[config.mk]
export PLATFORM = sky130hd
export DESIGN_NAME = button_debounce_autorepeat_top_flat
export DESIGN_NICKNAME = d
export VERILOG_FILES = /design/src/hdl/bda_pkg.sv /design/src/hdl/bda_intf.sv /design/src/hdl/bda_cfg_regs.sv /design/src/hdl/bda_in_stage.sv /design/src/hdl/bda_core.sv /design/src/hdl/bda_out_stage.sv /design/src/hdl/button_debounce_autorepeat_top.sv /design/src/flat_wrapper.sv
export VERILOG_INCLUDE_DIRS = /design/src /design/src/hdl
export SDC_FILE = /design/constraint.sdc
export NUM_CORES = 1
export LEC_CHECK = 0
export BUFFER_PORTS_ARGS = -buffer_cell sky130_fd_sc_hd__buf_2
export CAP_MARGIN = 20
export CORE_ASPECT_RATIO = 0.5
export CORE_MARGIN = 8
export CORE_UTILIZATION = 50
export CTS_BUF_LIST = sky130_fd_sc_hd__clkbuf_8
export DETAILED_ROUTE_END_ITERATION = 6
export PLACE_DENSITY_LB_ADDON = 0.1
export SLEW_MARGIN = 20
export SYNTH_ARGS = -nofsm -noshare
export SYNTH_HDL_FRONTEND = slang
export SYNTH_HIERARCHICAL = 1
export SYNTH_SLANG_ARGS = --single-unit
[constraint.sdc]
create_clock -name clk -period 5.2 [get_ports clk]
set_input_delay 0.26 -clock clk [delete_from_list [all_inputs] [get_ports clk]]
set_output_delay 0.26 -clock clk [all_outputs]
set_load 0.05 [all_outputs]
[src/hdl/button_debounce_autorepeat_top_assert.svh]
// ----------------------------------------------------------------------------
// Button debounce assertion macros
// Shared concurrent assertion forms for the debounce block.
// ----------------------------------------------------------------------------
`ifndef BUTTON_DEBOUNCE_AUTOREPEAT_TOP_ASSERT_SVH
`define BUTTON_DEBOUNCE_AUTOREPEAT_TOP_ASSERT_SVH

`ifndef NO_ASSERTIONS

// Antecedent in a cycle implies the consequent in the same cycle.
`define BDA_ASSERT_IMP(lbl, clk, rst, ante, cons) \
  lbl: assert property (@(posedge clk) disable iff (rst) (ante) |-> (cons)) \
    else $error("debounce block assertion failed");

// Antecedent in a cycle implies the consequent in the next cycle.
`define BDA_ASSERT_NXT(lbl, clk, rst, ante, cons) \
  lbl: assert property (@(posedge clk) disable iff (rst) (ante) |=> (cons)) \
    else $error("debounce block assertion failed");

`else

`define BDA_ASSERT_IMP(lbl, clk, rst, ante, cons)
`define BDA_ASSERT_NXT(lbl, clk, rst, ante, cons)

`endif

`endif

[src/hdl/bda_pkg.sv]
// ----------------------------------------------------------------------------
// Button debounce package
// Payload types, configuration types and shared helpers.
// ----------------------------------------------------------------------------
package bda_pkg;

  localparam int PIN_W       = 6;
  localparam int CNT_W       = 8;
  localparam int PCOUNT_W    = 3;
  localparam int CFG_INDEX_W = 2;
  localparam int CFG_DATA_W  = 8;

  localparam int NUM_SWITCHES_DEFAULT      = 6;
  localparam int SELECT_SWITCH_POS_DEFAULT = 5;

  localparam logic [CNT_W-1:0] TICK_PERIOD_RST   = 8'd249;
  localparam logic [CNT_W-1:0] DEBOUNCE_RST      = 8'd4;
  localparam logic [CNT_W-1:0] FIRST_REPEAT_RST  = 8'd20;
  localparam logic [CNT_W-1:0] REPEAT_RST        = 8'd5;

  typedef enum logic [CFG_INDEX_W-1:0] {
    REG_TICK_PERIOD      = 2'd0,
    REG_DEBOUNCE_PERIODS = 2'd1,
    REG_FIRST_REPEAT     = 2'd2,
    REG_REPEAT_PERIODS   = 2'd3
  } reg_idx_t;

  typedef struct packed {
    logic [CNT_W-1:0] tick_period;
    logic [CNT_W-1:0] debounce_periods;
    logic [CNT_W-1:0] first_repeat_periods;
    logic [CNT_W-1:0] repeat_periods;
  } cfg_t;

  typedef struct packed {
    logic [PIN_W-1:0] pins_low_active;
    logic             timer_tick;
    logic             ack_changed;
    logic             ack_repeat;
  } in_t;

  typedef struct packed {
    logic [PIN_W-1:0]    button_state;
    logic [PIN_W-1:0]    changed_bits;
    logic                repeat_pending;
    logic                debouncing;
    logic [PCOUNT_W-1:0] pressed_count;
  } res_t;

  function automatic logic [CNT_W-1:0] sat_inc(input logic [CNT_W-1:0] v);
    return (v == {CNT_W{1'b1}}) ? v : v + 1'b1;
  endfunction

endpackage

[src/hdl/bda_intf.sv]
// ----------------------------------------------------------------------------
// Button debounce channel interfaces
// Valid/ready channels for poll beats and result beats.
// ----------------------------------------------------------------------------
interface bda_in_if
  import bda_pkg::*;
  ();
  logic valid;
  logic ready;
  in_t  data;

  modport source (output valid, output data, input ready);
  modport sink   (input valid, input data, output ready);
endinterface

interface bda_out_if
  import bda_pkg::*;
  ();
  logic valid;
  logic ready;
  res_t data;

  modport source (output valid, output data, input ready);
  modport sink   (input valid, input data, output ready);
endinterface

[src/hdl/bda_cfg_regs.sv]
// ----------------------------------------------------------------------------
// Button debounce configuration registers
// Holds the four timing registers written through the plain write port.
// ----------------------------------------------------------------------------
module bda_cfg_regs
  import bda_pkg::*;
(
  input  logic                   clk,
  input  logic                   rst,
  input  logic                   cfg_wr_en,
  input  logic [CFG_INDEX_W-1:0] cfg_index,
  input  logic [CFG_DATA_W-1:0]  cfg_data,
  output cfg_t                   cfg
);

  always_ff @(posedge clk) begin
    if (rst) begin
      cfg.tick_period          <= TICK_PERIOD_RST;
      cfg.debounce_periods     <= DEBOUNCE_RST;
      cfg.first_repeat_periods <= FIRST_REPEAT_RST;
      cfg.repeat_periods       <= REPEAT_RST;
    end else if (cfg_wr_en) begin
      unique case (reg_idx_t'(cfg_index))
        REG_TICK_PERIOD:      cfg.tick_period          <= cfg_data;
        REG_DEBOUNCE_PERIODS: cfg.debounce_periods     <= cfg_data;
        REG_FIRST_REPEAT:     cfg.first_repeat_periods <= cfg_data;
        REG_REPEAT_PERIODS:   cfg.repeat_periods       <= cfg_data;
      endcase
    end
  end

endmodule

[src/hdl/bda_in_stage.sv]
// ----------------------------------------------------------------------------
// Button debounce input register
// Captures one poll beat and holds it until the core takes it.
// ----------------------------------------------------------------------------
module bda_in_stage
  import bda_pkg::*;
(
  input  logic clk,
  input  logic rst,
  bda_in_if.sink inp,
  input  logic advance,
  output logic q_valid,
  output in_t  q_data
);

  assign inp.ready = !q_valid || advance;

  always_ff @(posedge clk) begin
    if (rst) begin
      q_valid <= 1'b0;
    end else if (inp.ready) begin
      q_valid <= inp.valid;
    end
  end

  always_ff @(posedge clk) begin
    if (inp.ready && inp.valid) begin
      q_data <= inp.data;
    end
  end

endmodule

[src/hdl/bda_core.sv]
// ----------------------------------------------------------------------------
// Button debounce core
// Debounce, compare timer and auto-repeat state, updated once per poll.
// ----------------------------------------------------------------------------
`include "button_debounce_autorepeat_top_assert.svh"

module bda_core
  import bda_pkg::*;
#(
  parameter int NUM_SWITCHES      = NUM_SWITCHES_DEFAULT,
  parameter int SELECT_SWITCH_POS = SELECT_SWITCH_POS_DEFAULT
) (
  input  logic clk,
  input  logic rst,
  input  logic step,
  input  in_t  poll,
  input  cfg_t cfg,
  output res_t result
);

  logic [PIN_W-1:0] stable_bits, stable_bits_next;
  logic [PIN_W-1:0] change_latch, change_latch_next;
  logic [CNT_W-1:0] debounce_count, debounce_count_next;
  logic [CNT_W-1:0] hold_count, hold_count_next;
  logic [CNT_W-1:0] period_count, period_count_next;
  logic period_flag, period_flag_next;
  logic timer_running, timer_running_next;
  logic debounce_active, debounce_active_next;
  logic initial_wait_armed, initial_wait_armed_next;
  logic repeating, repeating_next;
  logic repeat_flag, repeat_flag_next;

  logic [PIN_W-1:0] switch_mask;
  logic [PIN_W-1:0] button_mask;

  always_comb begin
    for (int i = 0; i < PIN_W; i++) begin
      switch_mask[i] = (i < NUM_SWITCHES);
      button_mask[i] = (i < NUM_SWITCHES) && (i != SELECT_SWITCH_POS);
    end
  end

  always_comb begin
    logic [CNT_W-1:0] tp;
    logic [CNT_W-1:0] pc_inc;
    logic [PIN_W-1:0] pressed;
    logic             run_logic;

    stable_bits_next        = stable_bits;
    change_latch_next       = poll.ack_changed ? '0 : change_latch;
    repeat_flag_next        = poll.ack_repeat ? 1'b0 : repeat_flag;
    debounce_count_next     = debounce_count;
    hold_count_next         = hold_count;
    period_count_next       = period_count;
    period_flag_next        = period_flag;
    timer_running_next      = timer_running;
    debounce_active_next    = debounce_active;
    initial_wait_armed_next = initial_wait_armed;
    repeating_next          = repeating;
    run_logic               = 1'b1;

    // Compare timer; a zero match value behaves as one.
    tp     = (cfg.tick_period == '0) ? CNT_W'(1) : cfg.tick_period;
    pc_inc = period_count + 1'b1;
    if (timer_running && poll.timer_tick) begin
      if (pc_inc >= tp) begin
        period_count_next = '0;
        period_flag_next  = 1'b1;
      end else begin
        period_count_next = pc_inc;
      end
    end

    if (debounce_active) begin
      if (period_flag_next) begin
        debounce_count_next = sat_inc(debounce_count);
        period_flag_next    = 1'b0;
      end
      if (debounce_count_next >= cfg.debounce_periods) begin
        timer_running_next   = 1'b0;
        debounce_active_next = 1'b0;
      end else begin
        run_logic = 1'b0;
      end
    end

    pressed = ~poll.pins_low_active & switch_mask;
    if (run_logic) begin
      change_latch_next = change_latch_next | ((pressed ^ stable_bits) & switch_mask);
      stable_bits_next  = pressed;
      if (change_latch_next != '0) begin
        period_count_next       = '0;
        period_flag_next        = 1'b0;
        timer_running_next      = 1'b1;
        debounce_active_next    = 1'b1;
        repeat_flag_next        = 1'b0;
        initial_wait_armed_next = 1'b0;
        repeating_next          = 1'b0;
        hold_count_next         = '0;
        debounce_count_next     = '0;
      end else if ((pressed & button_mask) != '0) begin
        if (initial_wait_armed) begin
          if (period_flag_next) begin
            hold_count_next  = sat_inc(hold_count);
            period_flag_next = 1'b0;
          end
          priority if (repeating && hold_count_next >= cfg.repeat_periods) begin
            repeat_flag_next = 1'b1;
            hold_count_next  = '0;
          end else if (hold_count_next >= cfg.first_repeat_periods) begin
            repeat_flag_next = 1'b1;
            repeating_next   = 1'b1;
            hold_count_next  = '0;
          end
        end else begin
          period_count_next       = '0;
          period_flag_next        = 1'b0;
          timer_running_next      = 1'b1;
          initial_wait_armed_next = 1'b1;
        end
      end
    end
  end

  always_comb begin
    logic [PIN_W-1:0]    held;
    logic [PCOUNT_W-1:0] n;
    held = stable_bits_next & button_mask;
    n    = '0;
    for (int i = 0; i < PIN_W; i++) begin
      n = n + PCOUNT_W'(held[i]);
    end
    result.button_state   = stable_bits_next;
    result.changed_bits   = change_latch_next;
    result.repeat_pending = repeat_flag_next;
    result.debouncing     = debounce_active_next;
    result.pressed_count  = n;
  end

  always_ff @(posedge clk) begin
    if (rst) begin
      stable_bits        <= '0;
      change_latch       <= '0;
      debounce_count     <= '0;
      hold_count         <= '0;
      period_count       <= '0;
      period_flag        <= 1'b0;
      timer_running      <= 1'b0;
      debounce_active    <= 1'b0;
      initial_wait_armed <= 1'b0;
      repeating          <= 1'b0;
      repeat_flag        <= 1'b0;
    end else if (step) begin
      stable_bits        <= stable_bits_next;
      change_latch       <= change_latch_next;
      debounce_count     <= debounce_count_next;
      hold_count         <= hold_count_next;
      period_count       <= period_count_next;
      period_flag        <= period_flag_next;
      timer_running      <= timer_running_next;
      debounce_active    <= debounce_active_next;
      initial_wait_armed <= initial_wait_armed_next;
      repeating          <= repeating_next;
      repeat_flag        <= repeat_flag_next;
    end
  end

  // The timer always runs while the debounce window is open.
  `BDA_ASSERT_IMP(a_window_timer, clk, rst, debounce_active, timer_running)
  // A latched change that is not acknowledged keeps the window open.
  `BDA_ASSERT_IMP(a_latch_window, clk, rst, change_latch != '0, debounce_active)
  // The hold counter only moves once the first-repeat delay is armed.
  `BDA_ASSERT_IMP(a_hold_idle, clk, rst, !initial_wait_armed, hold_count == '0)
  // A repeat is never raised from inside the debounce window.
  `BDA_ASSERT_NXT(a_repeat_rise, clk, rst, step && !repeat_flag && repeat_flag_next,
                  !debounce_active)

endmodule

[src/hdl/bda_out_stage.sv]
// ----------------------------------------------------------------------------
// Button debounce result register
// Holds one result beat until the consumer takes it.
// ----------------------------------------------------------------------------
module bda_out_stage
  import bda_pkg::*;
(
  input  logic clk,
  input  logic rst,
  input  logic load,
  input  res_t load_data,
  output logic free,
  bda_out_if.source res
);

  logic o_valid;

  assign free      = !o_valid || res.ready;
  assign res.valid = o_valid;

  always_ff @(posedge clk) begin
    if (rst) begin
      o_valid <= 1'b0;
    end else if (free) begin
      o_valid <= load;
    end
  end

  always_ff @(posedge clk) begin
    if (load) begin
      res.data <= load_data;
    end
  end

endmodule

[src/hdl/button_debounce_autorepeat_top.sv]
// ----------------------------------------------------------------------------
// Button debouncer with auto-repeat
// One poll beat in, one result beat out, through an input and a result register.
// ----------------------------------------------------------------------------
// Each poll beat yields exactly one result beat. The block takes one poll per
// clock cycle for as long as results are taken. A poll waits in the input
// register until the result register is free. Then the single state update runs
// and its result enters the result register at the same edge. The result beat is
// therefore offered once its poll has passed the input and the result register.
// While a result waits, one more poll can enter the input register. After that,
// the input is held off until the result is taken. Configuration writes take
// effect on the next poll processed and are meant for idle periods.
module button_debounce_autorepeat_top
  import bda_pkg::*;
#(
  parameter int NUM_SWITCHES      = NUM_SWITCHES_DEFAULT,
  parameter int SELECT_SWITCH_POS = SELECT_SWITCH_POS_DEFAULT
) (
  input  logic                   clk,
  input  logic                   rst,
  bda_in_if.sink                 inp,
  bda_out_if.source              res,
  input  logic                   cfg_wr_en,
  input  logic [CFG_INDEX_W-1:0] cfg_index,
  input  logic [CFG_DATA_W-1:0]  cfg_data
);

  cfg_t cfg;
  logic q_valid;
  in_t  q_data;
  logic out_free;
  logic advance;
  res_t core_result;

  // A poll moves through the core exactly when the result register can take it.
  assign advance = q_valid && out_free;

  bda_cfg_regs u_cfg (
    .clk       (clk),
    .rst       (rst),
    .cfg_wr_en (cfg_wr_en),
    .cfg_index (cfg_index),
    .cfg_data  (cfg_data),
    .cfg       (cfg)
  );

  bda_in_stage u_in (
    .clk     (clk),
    .rst     (rst),
    .inp     (inp),
    .advance (advance),
    .q_valid (q_valid),
    .q_data  (q_data)
  );

  bda_core #(
    .NUM_SWITCHES      (NUM_SWITCHES),
    .SELECT_SWITCH_POS (SELECT_SWITCH_POS)
  ) u_core (
    .clk    (clk),
    .rst    (rst),
    .step   (advance),
    .poll   (q_data),
    .cfg    (cfg),
    .result (core_result)
  );

  bda_out_stage u_out (
    .clk       (clk),
    .rst       (rst),
    .load      (advance),
    .load_data (core_result),
    .free      (out_free),
    .res       (res)
  );

endmodule
[src/flat_wrapper.sv]
// flat-port wrapper written by rule: the top's interface ports become plain ports
module button_debounce_autorepeat_top_flat import bda_pkg::*;
#(
  parameter int NUM_SWITCHES      = NUM_SWITCHES_DEFAULT,
  parameter int SELECT_SWITCH_POS = SELECT_SWITCH_POS_DEFAULT
)
  (clk, rst, cfg_wr_en, cfg_index, cfg_data, inp_valid, inp_data, inp_ready, res_valid, res_data, res_ready);
  bda_in_if inp_i ();
  bda_out_if res_i ();
  input  logic clk;
  input  logic rst;
  input  logic cfg_wr_en;
  input  logic [CFG_INDEX_W-1:0] cfg_index;
  input  logic [CFG_DATA_W-1:0] cfg_data;
  input wire logic [$bits(inp_i.valid)-1:0] inp_valid;
  input wire logic [$bits(inp_i.data)-1:0] inp_data;
  output wire logic [$bits(inp_i.ready)-1:0] inp_ready;
  output wire logic [$bits(res_i.valid)-1:0] res_valid;
  output wire logic [$bits(res_i.data)-1:0] res_data;
  input wire logic [$bits(res_i.ready)-1:0] res_ready;
  assign inp_i.valid = inp_valid;
  assign inp_i.data = inp_data;
  assign inp_ready = inp_i.ready;
  assign res_valid = res_i.valid;
  assign res_data = res_i.data;
  assign res_i.ready = res_ready;
  button_debounce_autorepeat_top #(.NUM_SWITCHES(NUM_SWITCHES), .SELECT_SWITCH_POS(SELECT_SWITCH_POS)) u_core (.clk(clk), .rst(rst), .inp(inp_i), .res(res_i), .cfg_wr_en(cfg_wr_en), .cfg_index(cfg_index), .cfg_data(cfg_data));
endmodule
After elaboration in Yosys (flattened, before gate mapping)
Cells that the tools add are included.
{ "word_totals": {"reg_bits": 102, "out_inout_bits": 19, "word_cells": 127} }
{ "op_classes": {"n_addsub": 7, "order_cmp": 4, "n_eq_ne": 6, "n_mux": 59, "n_bitwise": 3, "reduce_logical": 22} }
{ "op_table": {"columns": ["operator", "count"], "rows": [
  ["$mux W8", 24],
  ["$ge A8 B8 Y1", 4],
  ["$mux W1", 32],
  ["$add A8 B1 Y8 const B", 3],
  ["$mux W6", 3],
  ["$eq A8 B8 Y1 const B", 2],
  ["$reduce_bool A6 Y1", 2],
  ["$logic_not A8 Y1", 1],
  ["$reduce_and A2 Y1", 4],
  ["$add A3 B1 Y3", 2],
  ["$not A6 Y6", 1],
  ["$or A6 B6 Y6", 1],
  ["$reduce_and A6 Y1", 1],
  ["$reduce_bool A2 Y1", 3],
  ["$xor A6 B6 Y6", 1],
  ["$eq A2 B2 Y1 const B", 2],
  ["$logic_and A1 B1 Y1", 4],
  ["$reduce_and A4 Y1", 1],
  ["$add A2 B1 Y3", 1],
  ["$reduce_and A3 Y1", 1],
  ["$add A1 B1 Y2", 1],
  ["$eq A2 B1 Y1 const B", 1],
  ["$logic_not A1 Y1", 2],
  ["$logic_not A2 Y1", 1],
  ["other kinds (2)", 3]
]} }

Logic depth before layout (Yosys ltp)
{ "logic_depth": {"word_depth": 18, "ltp_mapped": 25} }

Cells and area by module
Netlist, hierarchy kept.
{ "modules_own_cells": {"columns": ["mod", "instances", "cells_per_inst", "area_per_inst_um2"], "rows": [
  ["bda_core", 1, 443, 3425.8],
  ["bda_cfg_regs", 1, 124, 1296.2],
  ["bda_out_stage", 1, 21, 556.8],
  ["bda_in_stage", 1, 14, 325.3],
  ["button_debounce_autorepeat_top", 1, 1, 6.3]
]} }

Least setup slack after synthesis
No wires, ideal clock.
{ "synth_path": {"path_kind": "register to register", "from": "register u_core.u_core.period_count[0]", "to": "register, netlist name u_core/u_out/res.data[1]", "t_arrival_ns": 5.412, "required_ns": 4.939, "path_slack_ns": -0.472, "stages_incl_launch_ff": 25, "synth_period_minus_slack_ns": 5.672, "path_cell_list": "dfxtp_1 and3_1 and3_1 nor2b_1 or2_2 ha_1 o211ai_1 and3b_1 or2_1 o21ba_2 buf_2 nor3_1 mux2_2 ha_1 and4_1 nand2_1 and3_4 buf_6 nand2_1 clkbuf_1 nor2_1 a21oi_1 fa_1 fa_1 ha_1"} }
{ "synth_lines": {"columns": ["item", "line_no", "text"], "rows": [
  ["from (decl)", "bda_core.sv:25", "logic [CNT_W-1:0] period_count, period_count_next;"],
  ["from (signal assigned)", "bda_core.sv:158", "period_count <= period_count_next;"]
]} }

==> flow_metrics.py <==
metrics = {
    "finish": {
        "nets": 713,
        "multi_input_area_mm2": 0.00324,
        "fillers": 986,
        "finalNonFillerCells": 801,
        "diodes": 0,
        "layout-drive-gt1-share_pct": 20.6,
        "seq_area_mm2": 0.00231,
        "area_growth_pct": 15.6,
    },
    "logic_synthesis": {
        "synth_warnings": 6,
        "ys_ff_latch": 102,
        "synth_ff_type": "dfxtp_1",
        "synth_area_mm2": 0.00561,
        "yosysSeqAreaShare_pct": 41.0,
        "syn_avg_cell_area_um2": 9.30,
        "synth_nets": 665,
        "async_flop_share_pct": 0,
        "synth_cells": 603,
        "synth_cell_types": 78,
        "synth-edff-count": 26,
    },
    "routing": {
        "ant_nets": 0,
        "wirelength_um": 13400,
        "post_drt_wl_per_cell_um": 16.7,
        "drt_iter0_drc": 329,
        "drcViolationCount": 0,
        "avgViaCountPerCell": 5.59,
        "drt-pass1-iter-count": 5,
        "vias": 4474,
    },
    "critical_path": {
        "critPathCaptureType": "flip-flop",
        "r2r-start": "u_core/u_core/period_count[1]$_SDFFE_PP0P_",
        "crit_required_ns": 5.33,
        "critical_path_class": "flip-flop to flip-flop",
        "reg2reg_setup_slack_ns": 0.13,
        "slowest_delay_ns": 0.51,
        "critPathLaunch": "u_core/u_core/period_count[1]$_SDFFE_PP0P_",
        "critPathLaunchType": "flip-flop",
        "crit_end": "u_core/u_out/res.data[1]$_DFFE_PP_",
        "r2r-end": "u_core/u_out/res.data[1]$_DFFE_PP_",
        "crit_fanout": 7,
        "crit_chain": "and3_4, and3_4, nor2b_1, or2_4, ha_4, o211ai_1, and3b_2, or2_4, o21ba_4, nor4_4, xor2_1, ha_1, and4_4, a31oi_4, nand2_8, nor2_4, a21oi_2, fa_1, fa_2, ha_4",
        "critPathArrivalTime_ns": 5.21,
        "reg2reg_depth": 20,
        "cpMaxStageDelayCell": "fa_1",
    },
    "sta": {
        "setup_ws_ns": 0.126,
        "fin_skew_ns": 0.00988,
        "tns_ns": 0,
        "hold_viol": 0,
        "hold-worst-slack_ns": 0.0663,
        "worstMarginPinSlew_ns": 0.622,
        "min_period_ns": 5.07,
        "finalCritPeriodShare_pct": 97.6,
        "final-setup-viol-count": 0,
        "slew_headroom_pct": 58.5,
        "clock.fmax_mhz": 197,
        "grt_setup_unrepaired": "yes",
        "drv_slew": 0,
    },
    "floorplan": {
        "fp.coreArea_mm2": 0.0110,
        "io_pins": 43,
        "dieArea_mm2": 0.0151,
        "row_count": 27,
        "initial_core_util_pct": 51.1,
        "die_w_um": 166,
        "die_h_um": 90.9,
    },
    "global_route": {
        "grt_max_degree": 61,
        "grt_first_pass_wirelength_um": 21800,
        "grt-ovfl-total": 0,
        "grt_util_all_layers_pct": 17.7,
        "antenna_found_initial": 0,
        "grt_pass1_vias": 4299,
    },
    "placed_design": {
        "pre_cts_slack_ns": -0.0467,
        "placed_cells": 778,
        "gp_congestion": 0.868,
        "hpwl_um": 9790,
        "port_buffers": 42,
    },
    "flow_run": {
        "max-cap-violations": 0,
    },
    "power_and_ir_drop": {
        "power_uw": 1710,
        "p_per_area_mw_per_mm2": 263,
        "peakVddDrop_mv": 0.124,
        "leakage_uw": 0.00265,
    },
    "clock_network": {
        "cts_buffers": 9,
        "h-tree-depth": 3,
        "cts_hold_buffers": 0,
        "clock_sinks": 102,
        "clock_latency_ns": 0.36,
        "root_buffer": "clkbuf_8",
        "clockBufferDepth": 2,
        "clkTransAtPathRegs_ns": 0.10,
        "cts_tree": "yes",
    },
    "min_path": {
        "hp-class": "input port to flip-flop",
    },
    "status": {
        "outcome": "finished clean",
    },
}
==> worst max-delay path, delay by kind of cell, from the launching register on <==
| family | cells | cell delay [ns] |
|---|---|---|
| flops | 1 | 0.37 |
| simple gates | 10 | 1.96 |
| fa+ha+maj | 5 | 1.61 |
| xor+xnor | 1 | 0.21 |
| compound gates | 4 | 0.68 |
==> synth_stat cells, types with 5 or more instances <==
cell type | number | area share (%)
o22ai_1 | 9 | 1.0
ha_1 | 36 | 8.0
nand3_1 | 23 | 2.1
xor2_1 | 14 | 2.2
inv_1 | 45 | 3.0
nand2_1 | 45 | 3.0
o21ai_0 | 12 | 1.1
nor4_1 | 6 | 0.67
nor2_1 | 58 | 3.9
xnor2_1 | 8 | 1.2
a211oi_1 | 11 | 1.5
dfxtp_1 | 76 | 27
a21oi_1 | 32 | 2.9
a31oi_1 | 5 | 0.56
edfxtp_1 | 26 | 14
nand2b_1 | 37 | 4.1
nor2b_1 | 5 | 0.56
clkbuf_1 | 11 | 0.74
and3_1 | 5 | 0.56
mux2i_1 | 33 | 5.9
==> per-stage QoR <==
step	util, %	cell area (µm²)
after floorplan	-	5710
after global placement	55.0	6040
after detailed placement	55.0	6040
after CTS	57.5	6310
after global routing	59.1	6480
final	59.1	6480
==> worst min-delay path by stage <==
stage	startpoint	endpoint	depth (start not counted)
finish	inp_data[3]	u_core/u_in/q_data[3]$_DFFE_PP_	1
global route	inp_data[3]	u_core/u_in/q_data[3]$_DFFE_PP_	1
CTS	inp_data[3]	u_core/u_in/q_data[3]$_DFFE_PP_	1
detailed placement	inp_data[2]	u_core/u_in/q_data[2]$_DFFE_PP_	1
global placement	inp_data[2]	u_core/u_in/q_data[2]$_DFFE_PP_	1
floorplan	rst	u_core/u_in/q_valid$_SDFFE_PP0P_	1
==> sequential cells by signal, summed over array words and instances (netlist names) <==
name	flops
u_core/u_core/initial_wait_armed	1
u_core/u_in/q_data	9
u_core/u_cfg/cfg	32
u_core/u_core/hold_count	8
u_core/u_core/period_flag	1
u_core/u_core/period_count	8
u_core/u_core/repeat_flag	1
u_core/u_out/res.data	17
u_core/u_core/debounce_count	8
u_core/u_core/stable_bits	6
u_core/u_in/q_valid	1
u_core/u_core/change_latch	6
u_core/u_core/timer_running	1
u_core/u_core/repeating	1
u_core/u_core/debounce_active	1
u_core/u_out/res.valid	1
==> placed cells by master (no fill, tap or decap), types with 3 or more instances in the layout <==
cell type,count
nor4_1,5
ha_4,3
xor2_1,13
nand2_1,43
a21o_1,4
a21oi_1,28
edfxtp_1,26
a21oi_2,6
mux2i_1,33
o211ai_1,3
o21ai_0,11
buf_4,17
o21a_1,4
o21ai_2,3
dfxtp_1,74
buf_2,42
clkbuf_8,9
and3_4,3
xnor2_1,6
o22ai_1,8
nor2b_1,5
nand3_1,21
nor2_1,54
inv_1,45
ha_1,33
a31oi_1,4
nand2b_1,37
a22o_1,4
a211oi_1,11
or4_1,3
and2_1,3
nand4_1,3
a32o_1,3
==> what timing repair did <==
action,CTS,global route
setup buffers,4,2
gates resized for setup,5,29
setup endpoints to repair,1,12
cloned,0,1
pin swaps,4,10
==> metal layers <==
layer	track usage, %	wire length [µm]	vias up
met5	0	0	-
met4	4.28	131	0
met3	4.49	676	12
met2	27.5	5630	127
met1	24.2	6920	2102
li1	-	-	2233
==> report_power, final <==
part	total [µW]	switching (µW)	internal [µW]	leakage [µW]
registers	882	24.7	858	0.000864
logic	253	169	84.1	0.00167
clock network	570	291	280	0.000118
total	1710	485	1220	0.00265
==> layout make-up <==
type	instances	share of cell area (%)
clock buffer	9	1.91
clock inverter	7	1.62
inverter	46	2.66
multi-input combinational	432	50.0
sequential	102	35.6
tap	145	2.80
timing repair buffer	60	5.38
==> kinds of logic after synthesis <==
logic type | after synthesis | synth area share [%]
muxes | 36 | 6.49
DFF | 102 | 41.0
AOI/OAI and AO/OA | 117 | 14.2
and+or+nand+nor | 218 | 20.6
buffers and inverters | 70 | 5.53
adders and majority gates | 38 | 8.74
xor gates and xnor gates | 22 | 3.43
(Power assumes the default switching activity.)
